<file path="src/hdl/pidaw_pkg.sv">
// Package: shared types and constants for the PID controller with anti-windup
`default_nettype none
package pidaw_pkg;

  localparam int DATA_W = 32;
  localparam int TIME_W = 31;

  // input op codes
  typedef enum logic {
    OP_CALC  = 1'b0,
    OP_CLEAR = 1'b1
  } op_t;

  // derivative modes
  typedef enum logic [1:0] {
    DM_NONE = 2'd0,
    DM_ERR  = 2'd1,
    DM_MEAS = 2'd2,
    DM_RATE = 2'd3
  } dmode_t;

  // configuration register indexes
  typedef enum logic [2:0] {
    REG_DERIV_MODE  = 3'd0,
    REG_MIN_STEP    = 3'd1,
    REG_GAIN_P      = 3'd2,
    REG_GAIN_I      = 3'd3,
    REG_GAIN_D      = 3'd4,
    REG_INTEG_LIMIT = 3'd5,
    REG_OUT_LIMIT   = 3'd6
  } reg_idx_t;

  // controller states
  typedef enum logic [3:0] {
    ST_IDLE,
    ST_ERR,
    ST_DIV_START,
    ST_DIV_WAIT,
    ST_MUL_P,
    ST_MUL_D,
    ST_MUL_E,
    ST_MUL_C,
    ST_MUL_I,
    ST_FINAL,
    ST_OUT
  } state_t;

  // commands from controller to datapath
  typedef struct packed {
    logic load;
    logic calc_err;
    logic prev_upd;
    logic div_start;
    logic mul_p;
    logic mul_d;
    logic mul_e;
    logic mul_c;
    logic mul_i;
    logic finish;
    logic clear;
  } dp_cmd_t;

  // status from datapath to controller
  typedef struct packed {
    logic need_div;
    logic div_done;
  } dp_sts_t;

  // saturate a 34-bit signed sum to 32 bits
  function automatic logic signed [31:0] sat34(input logic signed [33:0] x);
    logic signed [31:0] r;
    if (x > 34'sd2147483647) r = 32'sh7fffffff;
    else if (x < -34'sd2147483648) r = 32'sh80000000;
    else r = x[31:0];
    return r;
  endfunction

endpackage
`default_nettype wire

</file>
<file path="src/hdl/pidaw_ctrl.sv">
// Controller: sequences one PID step over the shared datapath units
`default_nettype none
module pidaw_ctrl (
  input  wire logic               clk,
  input  wire logic               rst_n,
  input  wire logic               in_valid,
  input  wire logic               in_op,
  output logic                    in_ready,
  output logic                    out_valid,
  input  wire logic               out_ready,
  output pidaw_pkg::dp_cmd_t      cmd,
  input  wire pidaw_pkg::dp_sts_t sts
);
  import pidaw_pkg::*;

  state_t state_r, state_nxt;
  logic   ov_r, ov_nxt;

  always_ff @(posedge clk) begin
    if (!rst_n) begin
      state_r <= ST_IDLE;
      ov_r    <= 1'b0;
    end else begin
      state_r <= state_nxt;
      ov_r    <= ov_nxt;
    end
  end

  // next state and commands
  always_comb begin
    state_nxt = state_r;
    ov_nxt    = ov_r;
    cmd       = '0;
    in_ready  = 1'b0;
    if (ov_r && out_ready) ov_nxt = 1'b0;
    case (state_r)
      ST_IDLE: begin
        // a compute beat does not need the output register yet
        in_ready = (in_op == OP_CALC) || !ov_r || out_ready;
        if (in_valid && in_ready) begin
          if (in_op == OP_CLEAR) begin
            cmd.clear = 1'b1;
            ov_nxt    = 1'b1;
          end else begin
            cmd.load  = 1'b1;
            state_nxt = ST_ERR;
          end
        end
      end
      ST_ERR: begin
        cmd.calc_err = 1'b1;
        state_nxt    = ST_DIV_START;
      end
      ST_DIV_START: begin
        cmd.prev_upd  = 1'b1;
        cmd.div_start = sts.need_div;
        state_nxt     = sts.need_div ? ST_DIV_WAIT : ST_MUL_P;
      end
      ST_DIV_WAIT: if (sts.div_done) state_nxt = ST_MUL_P;
      ST_MUL_P: begin
        cmd.mul_p = 1'b1;
        state_nxt = ST_MUL_D;
      end
      ST_MUL_D: begin
        cmd.mul_d = 1'b1;
        state_nxt = ST_MUL_E;
      end
      ST_MUL_E: begin
        cmd.mul_e = 1'b1;
        state_nxt = ST_MUL_C;
      end
      ST_MUL_C: begin
        cmd.mul_c = 1'b1;
        state_nxt = ST_FINAL;
      end
      ST_FINAL: state_nxt = ST_MUL_I;
      ST_MUL_I: begin
        cmd.mul_i = 1'b1;
        state_nxt = ST_OUT;
      end
      ST_OUT: begin
        // hold the new drive back until the previous one has left
        if (!ov_r || out_ready) begin
          cmd.finish = 1'b1;
          ov_nxt     = 1'b1;
          state_nxt  = ST_IDLE;
        end
      end
      default: state_nxt = ST_IDLE;
    endcase
  end

  assign out_valid = ov_r;

  ctl_busy_not_ready: assert property (@(posedge clk) disable iff (!rst_n)
    state_r != ST_IDLE |-> !in_ready) else $error("ready while busy");
  ctl_one_cmd: assert property (@(posedge clk) disable iff (!rst_n)
    $onehot0({cmd.mul_p, cmd.mul_d, cmd.mul_e, cmd.mul_c, cmd.mul_i}))
    else $error("multiplier contention");
  ctl_wait_div: assert property (@(posedge clk) disable iff (!rst_n)
    cmd.div_start |=> state_r == ST_DIV_WAIT) else $error("divider not awaited");

endmodule
`default_nettype wire

</file>
<file path="config.mk">
export PLATFORM = sky130hd
export DESIGN_NAME = pidaw_ctrl
export DESIGN_NICKNAME = d
export VERILOG_FILES = /design/src/hdl/pidaw_pkg.sv /design/src/hdl/pidaw_ctrl.sv
export SDC_FILE = /design/constraint.sdc
export NUM_CORES = 1
export LEC_CHECK = 0
export BUFFER_PORTS_ARGS = -buffer_cell sky130_fd_sc_hd__buf_2
export CORE_MARGIN = 2
export CORE_UTILIZATION = 32
export DETAILED_ROUTE_END_ITERATION = 12
export PLACE_DENSITY = 0.55
export RECOVER_POWER = 25
export SLEW_MARGIN = 20
export SYNTH_ARGS = -nofsm -noshare
export SYNTH_HDL_FRONTEND = slang
export SYNTH_SLANG_ARGS = --single-unit
export TNS_END_PERCENT = 100
</file>
<file path="constraint.sdc">
create_clock -name clk -period 2 [get_ports clk]
set_clock_uncertainty 0.1 [all_clocks]
set_input_delay 0.4 -clock clk [delete_from_list [all_inputs] [get_ports clk]]
set_output_delay 0.4 -clock clk [all_outputs]
set_load 0.005 [all_outputs]
</file>
* Word-level counts from Yosys, hierarchy flattened
Cells that the tools add are included.
Widths: inputs -> output; s select.
** Word-level totals
- Logic and storage cells :: 52
- Bits in registers :: 5
** Cells by class
- Mux-type cells :: 27
- Bitwise logic cells :: 1
- Reduce and logical (&&, ||, !) cells :: 8
- Equality and inequality tests :: 14
** Operators with widths (number)
- $pmux 4 s11 :: 1
- $mux 1 :: 19
- $eq 4x3->1 const B :: 4
- $mux 4 :: 4
- $eq 4x4->1 const B :: 3
- $eq 4x2->1 const B :: 2
- $ne 2x2->1 const B :: 4
- $eq 4x1->1 const B :: 1
- $logic_not 4->1 :: 1
- $reduce_and 4->1 :: 1
- $logic_or 1x1->1 :: 3
- $mux 3 :: 1
- $logic_and 1x1->1 :: 2
- $mux 2 :: 1
- $pmux 1 s2 :: 1
- $logic_not 1->1 :: 1
- $not 1->1 :: 1

* Longest topological paths before layout
Gate-level depths: netlist of the first run.
- Depth in word-level cells :: 6
- Depth in mapped cells :: 4
- Depth with buffers taken out :: 3

* Least setup slack after synthesis of the first run
OpenSTA, ideal clock, no wires.
- Path kind :: flip-flop to output port
- Start point :: register state_r[0]
- End point :: output cmd[1] in the netlist's numbering
- Stages on the path, launching flop included :: 4
- Data arrival time :: 1123 ps
- Buffers on the path :: 1
- Setup slack :: 377 ps
- Path through :: dfxtp_1 buf_2 or3b_2 nor3_1
** RTL lines
- start: declaration :: line pidaw_ctrl.sv:16 : state_t state_r, state_nxt;
- start signal: assignment :: line pidaw_ctrl.sv:24 : state_r <= state_nxt;
- end: declaration :: line pidaw_ctrl.sv:11 : output pidaw_pkg::dp_cmd_t cmd,

==> run summary, run 1 <==
Initial core utilization: 0.336
RSZ-0062 raised after global routing: no
Static leakage power: 0.288 nW
Die height: 40.5 um
Routed WL per cell: 11.4 um
Post-CTS sizing: 0
Sinks on Clock Net: 5
Max-slew violations: 0
Sequential element share of the synthesized area: 0.235
Vias in the first global route: 413
Area delta synth->final: 36.7%
Gate Count Post-Synth: 60
CTS Hold Bufs: 0
Layout cell share with drive strength beyond 1: 0.386
Final hold vios: 0
CTS H-tree lvls: 1
Power per cell area: 623 nW/um^2
Rows: 13
Seq pwr share: 0.361
Number of nets in the layout: 91
Syn nets: 67
Crit end category: output pin
Asr flop ratio synth: 0
Net switching power: 0.123 mW
Drc violations: 0
Tcrit/Tclk final: 0.953
Num CTS Buffers: 3
Clk slew on worst S/H paths: 0.04 ns
Ys Warns: 0
Top FF cell, synth: dfxtp_1
VDD IR-drop max: 0.580 mV
Initial DRC count: 6
Placeable core area: 1270 sq um
Max Root-Sink Buffers: 2
Worst Hold Class: input pin to flip-flop
CTS tree: done
GRT overflow: 0
Fillers: 134
Crit path launch type: flip-flop
Number of synthesized register bits: 5
Total power: 0.363 mW
Tightest Pin Transition: 0.361 ns
Synth area leaders: dfxtp_1, nand2b_1, nand3_1
DRT antenna net count: 0
Setup TNS: 0 ns
Crit path time final: 1.91 ns
Max Cap Violations: 0
Rel. slew slack: 0.758
Hpwl dp: 861 um
Final RePlAce weighted congestion: 0.738
Multi-input logic area: 292 sq um
Most common cell after layout, fill and taps aside: buf_2
Critical path class: flip-flop to output pin
Internal power: 0.241 mW
Chip Width: 40.5 um
Routed vias: 518
Cell variety after synth: 27
Avg Cell Area, Syn: 7.11 sq um
Commonest non-fill, non-tap cells in the layout: buf_2, nand2b_1
Crit Path Max Fanout: 12
Largest net degree at the start of global routing: 13
Via/cell ratio: 5.29
Post-Route Utilization: 0.460
First-pass GRT wire length: 1.69 mm
Antenna violations before repair: 0
Number of synthesized flops with an enable pin: 0
Fin area: 583 sq um
Port-buffer cells: 19
Fmax: 525 MHz
Sw Ratio: 0.338
Tot GR Track Use: 0.159
Clk root buf: clkbuf_4
Router iterations before antenna repair: 4
N_diodes: 0
Count of final setup violators: 0
Register area: 104 sq um
Die area: 1640 sq um
Synth Cell Area: 427 sq um
Total wire length: 1.12 mm
Worst Path Required: 1.50 ns
Worst skew pair latency: 0.24 ns
Clock share of power: 0.323
Worst Path Arrival: 1.41 ns
Largest area contributor in the netlist: dfxtp_1
Setup Fix Bufs, Post-CTS: 0
Combinational share of power: 0.316
Outcome: finished clean
Share of the synthesized area in the top cell type: 0.235
I/O pin cnt: 20
Placed cell areas: 548 sq um
-- routing by layer --
metal  GRT usage  up-vias  wire length, um
li1            -      270                -
met1       0.184      231              515
met2       0.262       17              522
met3       0.100        0               83
met4           0        0                0
met5           0        -                0
-- worst max-delay path, cell delays in order (launching register included) --
cell and delay (ns):
dfxtp_2 0.37, or3b_2 0.49, nor3_1 0.17, buf_2 0.13
-- power by group through the flow --
stage               Sequential, mW  Clock, mW  Combinational (mW)
CTS                          0.128      0.121               0.114
detailed placement           0.130          0               0.113
finish                       0.131      0.118               0.115
global placement             0.130          0               0.114
global route                 0.134      0.127               0.129
floorplan                    0.117          0              0.0826
-- Yosys cell counts (all sizes together), types with 3 or more instances --
master and n:
a21oi 3, buf 4, dfxtp 5, inv 5, nand2b 6, nand3 5
nor2 5, nor3 5
-- stage by stage --
step           std cells  hold slack, ns  setup slack, ns
2_1_floorplan         60           0.408            0.377
3_3_place_gp          94           0.446            0.312
3_5_place_dp          94           0.435            0.274
4_1_cts               98           0.293           0.0136
5_1_grt               98           0.296          0.00818
6_report              98           0.296           0.0942
-- path summary, 6_finish.rpt --
kind                    from         end  slack, ns  depth (start not counted)
setup reg to reg  state_r[0]  state_r[3]       0.49                          3
hold / removal         rst_n  state_r[1]       0.30                          2
hold reg to reg   state_r[3]   out_valid       0.44                          2
setup / recovery  state_r[0]      cmd[1]       0.09                          3
-- layout make-up --
type	count	share of cell area
inverter	5	0.0322
tap	15	0.0322
clock buffer	4	0.0451
timing repair buffer	23	0.212
multi-input combinational	46	0.500
sequential	5	0.178
-- flip-flops by register name, summed over array words and instances (netlist names) --
signal,cells
out_valid,1
state_r,4
-- kinds of logic after synthesis --
| logic type | count (synthesis) | synth area share |
|---|---|---|
| compound gates | 15 | 0.270 |
| buf+inv | 9 | 0.0968 |
| flops | 5 | 0.235 |
| simple gates | 31 | 0.399 |
No activity file was read; power rests on OpenSTA's default activity.
==> run 2: changes to the inputs <==
==> constraint.sdc (replaced) <==
create_clock -name clk -period 2 [get_ports clk]
set_clock_uncertainty 0.1 [all_clocks]
set_input_delay 0.6 -clock clk [delete_from_list [all_inputs] [get_ports clk]]
set_output_delay 0.6 -clock clk [all_outputs]
set_load 0.005 [all_outputs]
==> run 2 against run 1 <==
Effect of this change: critical path depth is 1 higher; final area rose by 9.9%; register-to-register slack worse by 0.09 ns; die area unchanged; hold slack gained 0.14 ns; non-clock buffer count up 2; clock power is essentially flat; core utilization grew 4.5 points; clock-buffer cell count unchanged; critical endpoint is now cmd[0]; largest cell class unchanged.
==> run summary, run 2 (same netlist as run 1, synthesis figures left out) <==
Total wire length: 1.27 mm
CTS H-tree lvls: 1
Internal power: 0.262 mW
Worst Path Required: 1.30 ns
Vias in the first global route: 464
Placed insts: 95
Largest net degree at the start of global routing: 14
CTS Hold Bufs: 0
N_diodes: 0
Post-Route Utilization: 0.505
Router iterations before antenna repair: 4
Met2 Usage GRT: 0.310
Critical path class: flip-flop to output pin
Final RePlAce weighted congestion: 0.722
R2R Path Start: state_r[0]
Power per cell area: 622 nW/um^2
Count of final setup violators: 0
Crit path time final: 1.95 ns
Hpwl dp: 930 um
Max Cap Violations: 0
Port-buffer cells: 19
Number of buffers and inverters on the critical path: 1
Met1 GRT Util: 0.227
Setup TNS: 0 ns
Multi-input logic area: 323 sq um
Setup crit start: state_r[2]
Area delta synth->final: 50.1%
Register area: 110 sq um
Num CTS Buffers: 3
I/O pin cnt: 20
Hold_sp: out_valid
Max Root-Sink Buffers: 2
Fmax: 514 MHz
Biggest register: state_r
Crit path launch type: flip-flop
DRT antenna net count: 0
Clk root buf: clkbuf_4
Net switching power: 0.137 mW
Initial DRC count: 13
Die area: 1640 sq um
Worst Hold Class: flip-flop to flip-flop
Die height: 40.5 um
Number of nets in the layout: 93
Rel. slew slack: 0.755
Critical Path, Cell by Cell: nor4_4, nand3_1, nor2_1, buf_2
Max FFs per register: 4
Crit Path Max Fanout: 3
Commonest non-fill, non-tap cells in the layout: buf_2, nand2b_1, inv_1, buf_4
Worst skew pair latency: 0.25 ns
Static leakage power: 0.318 nW
Worst Path Arrival: 1.25 ns
CTS tree: done
Total power: 0.399 mW
GRT overflow: 0
Top Family by Delay on Critical Path: simple AND/OR/NAND/NOR gates
Drc violations: 0
Routed vias: 530
Max-slew violations: 0
Post-route insts no fill: 100
Initial core utilization: 0.336
Tcrit/Tclk final: 0.973
Antenna violations before repair: 0
Routed WL per cell: 12.7 um
Tightest Pin Transition: 0.364 ns
Gr busiest metal: met2
Sw Ratio: 0.343
Clock share of power: 0.298
Seq pwr share: 0.318
Crit end category: output pin
RSZ-0062 raised after global routing: yes
Fin area: 641 sq um
Largest stage delay on the critical path: 0.34 ns
Combinational share of power: 0.383
Most common cell after layout, fill and taps aside: buf_2
Tot GR Track Use: 0.188
Layout cell share with drive strength beyond 1: 0.471
Worst path slowest cell: dfxtp_2
Via/cell ratio: 5.30
Clk slew on worst S/H paths: 0.05 ns
Fillers: 151
First-pass GRT wire length: 2.00 mm
Outcome: finished clean
Sinks on Clock Net: 5
Placeable core area: 1270 sq um
Final hold vios: 0
Placed cell areas: 556 sq um
Met3 usage: 0.0667
Chip Width: 40.5 um
VDD IR-drop max: 0.393 mV
Rows: 13
[run 2: area by class of cell]
class | count | share of cell area
inverter | 5 | 0.0293
sequential | 5 | 0.172
clock buffer | 4 | 0.0410
tap | 15 | 0.0293
multi-input combinational | 46 | 0.504
timing repair buffer | 25 | 0.225
[run 2: power groups by stage]
stage / Combinational [mW] / Clock, mW / Sequential, mW
after floorplan: 0.0826 / 0 / 0.117
after global placement: 0.132 / 0 / 0.124
after detailed placement: 0.130 / 0 / 0.124
after CTS: 0.140 / 0.125 / 0.126
after global routing: 0.170 / 0.129 / 0.129
final: 0.153 / 0.119 / 0.127
[run 2: final timing paths]
kind | to | slack, ns | depth (start not counted)
setup / recovery | cmd[0] | 0.05 | 4
hold / removal | out_valid | 0.43 | 2
setup reg to reg | state_r[3] | 0.40 | 4
hold reg to reg | out_valid | 0.43 | 2
[run 2: metrics by stage]
step | setup slack [ns] | hold slack (ns)
after detailed placement | 0.110 | 0.423
after floorplan | 0.177 | 0.408
after global placement | 0.0966 | 0.431
after global routing | -0.0630 | 0.474
after CTS | 0.0114 | 0.435
final | 0.0539 | 0.431
[run 2: timing repair]
item                                    in CTS  in global routing
endpoints found under the setup margin       6                  6
gates cloned                                 0                  0
pin swaps                                    0                  3
buffers inserted                             0                  1
gates resized for setup                      8                  7
[run 2: worst reg2reg max path, stage by stage, from the launching register on]
cell	delay [ns]
dfxtp_2	0.34
buf_4	0.15
or3b_1	0.39
a211o_1	0.32
a221oi_2	0.22
[run 2: per-layer routing]
layer / up-vias / wire length, um / part of all wire
met4: 0 / 7 / 0.0055
met5: - / 0 / 0
met3: 2 / 62 / 0.049
met2: 13 / 642 / 0.51
met1: 239 / 553 / 0.44
li1: 276 / - / -
==> run 3: changes to the inputs <==
- PLACE_DENSITY: 0.55 -> default
- PLACE_DENSITY_LB_ADDON: default -> 0.3
==> run 3 against run 2 <==
Effect of this change: global-route usage down 2.5 points; critical endpoint is now cmd[1]; largest power group unchanged; core utilization down 1.7 points; total power down 4.1%.
==> run summary, run 3 (same netlist as run 1, synthesis figures left out) <==
Max-slew violations: 0
N_diodes: 0
FF-to-FF setup slack: 0.53 ns
CTS H-tree lvls: 1
VDD IR-drop max: 0.428 mV
Crit Path Max Fanout: 3
Setup crit start: state_r[3]
Register area: 106 sq um
R2R Path Start: state_r[2]
Die area: 1640 sq um
Crit path time final: 1.96 ns
RSZ-0062 raised after global routing: yes
Die height: 40.5 um
Met2 Wirelength: 566 um
Fmax: 510 MHz
Largest net degree at the start of global routing: 16
Fillers: 134
Hpwl dp: 858 um
Max Root-Sink Buffers: 2
Metal-1 WL: 528 um
Worst reg2reg path endpoint: state_r[0]
Outcome: finished clean
Layout cell share with drive strength beyond 1: 0.434
Port-buffer cells: 19
Setup Fix Bufs, Post-CTS: 0
Clk root buf: clkbuf_4
Vias in the first global route: 418
Critical path class: flip-flop to output pin
Final hold vios: 0
Worst Path Required: 1.30 ns
Via/cell ratio: 5.30
Initial DRC count: 3
Antenna violations before repair: 0
Clk slew on worst S/H paths: 0.04 ns
Max Cap Violations: 0
Routed WL per cell: 11.8 um
Most common cell after layout, fill and taps aside: buf_2
Post-route insts no fill: 98
GRT overflow: 0
Router iterations before antenna repair: 4
Commonest non-fill, non-tap cells in the layout: buf_2, nand2b_1, nand3_1, inv_1, nor2_1
Placed cell areas: 548 sq um
Largest stage delay on the critical path: 0.40 ns
Worst Path Arrival: 1.26 ns
Metal3 WL: 60 um
DRT antenna net count: 0
Crit path launch type: flip-flop
Tot GR Track Use: 0.162
Crit end category: output pin
Post-Route Utilization: 0.488
Setup TNS: 0 ns
Power per cell area: 617 nW/um^2
Multi-input logic area: 320 sq um
Biggest register: state_r
Worst path slowest cell: or3b_4
CTS tree: done
Crit path to: cmd[1]
Drc violations: 0
Total wire length: 1.16 mm
Static leakage power: 0.306 nW
Chip Width: 40.5 um
Placed insts: 94
Area delta synth->final: 45.2%
Fin area: 619 sq um
Rel. slew slack: 0.762
Tightest Pin Transition: 0.354 ns
Number of nets in the layout: 91
Worst Hold Class: flip-flop to flip-flop
I/O pin cnt: 20
Worst skew pair latency: 0.24 ns
Max FFs per register: 4
FF-to-FF path depth: 4
Num CTS Buffers: 3
Final RePlAce weighted congestion: 0.736
First-pass GRT wire length: 1.73 mm
Tcrit/Tclk final: 0.980
Initial core utilization: 0.336
Sinks on Clock Net: 5
Placeable core area: 1270 sq um
Rows: 13
Count of final setup violators: 0
Top Layer Used: met3
CTS Hold Bufs: 0
Routed vias: 519
Critical Path, Cell by Cell: or3b_4, nor3_2, buf_2
==> run 3: power breakdown <==
group / switching (mW) / internal [mW]
clock network: 0.0407 / 0.0754
registers: 0.0197 / 0.110
logic: 0.0694 / 0.0669
total: 0.130 / 0.253
==> run 3: layout make-up <==
cell class                 count  area share
sequential                     5       0.172
timing repair buffer          23       0.208
multi-input combinational     46       0.517
clock buffer                   4      0.0424
inverter                       5      0.0303
tap                           15      0.0303
==> run 3: worst min-delay path by stage <==
stage / slack, ns / cells past startpoint / startpoint / to
floorplan: 0.41 / 2 / out_valid / out_valid
global placement: 0.45 / 2 / out_valid / out_valid
detailed placement: 0.45 / 2 / out_valid / out_valid
CTS: 0.46 / 2 / out_valid / out_valid
global route: 0.49 / 2 / rst_n / state_r[1]
finish: 0.46 / 2 / out_valid / out_valid
==> run 3: worst max-delay path: cells and delay by family (launching register included) <==
kind          cells  cell delay (ns)
simple gates      2             0.54
flops             1             0.35
buf+inv           1             0.12
==> run 3: metal layers <==
| metal | global-route usage | vias up |
|---|---|---|
| met4 | 0 | 0 |
| met2 | 0.274 | 12 |
| li1 | - | 268 |
| met3 | 0.0833 | 0 |
| met1 | 0.193 | 239 |
| met5 | 0 | - |
==> run 3: what timing repair did <==
action,4_1_cts,5_1_grt
resized for setup,4,8
endpoints found under the setup margin,7,6
endpoints found under the hold margin,0,0
==> run 3: through the flow <==
step	power [mW]	hold WS, ns	worst slack, ns
5_1_grt	0.416	0.493	-0.0480
6_report	0.382	0.462	0.0410
4_1_cts	0.372	0.459	0.00340
3_5_place_dp	0.247	0.450	0.126
2_1_floorplan	0.200	0.408	0.177
3_3_place_gp	0.246	0.445	0.176
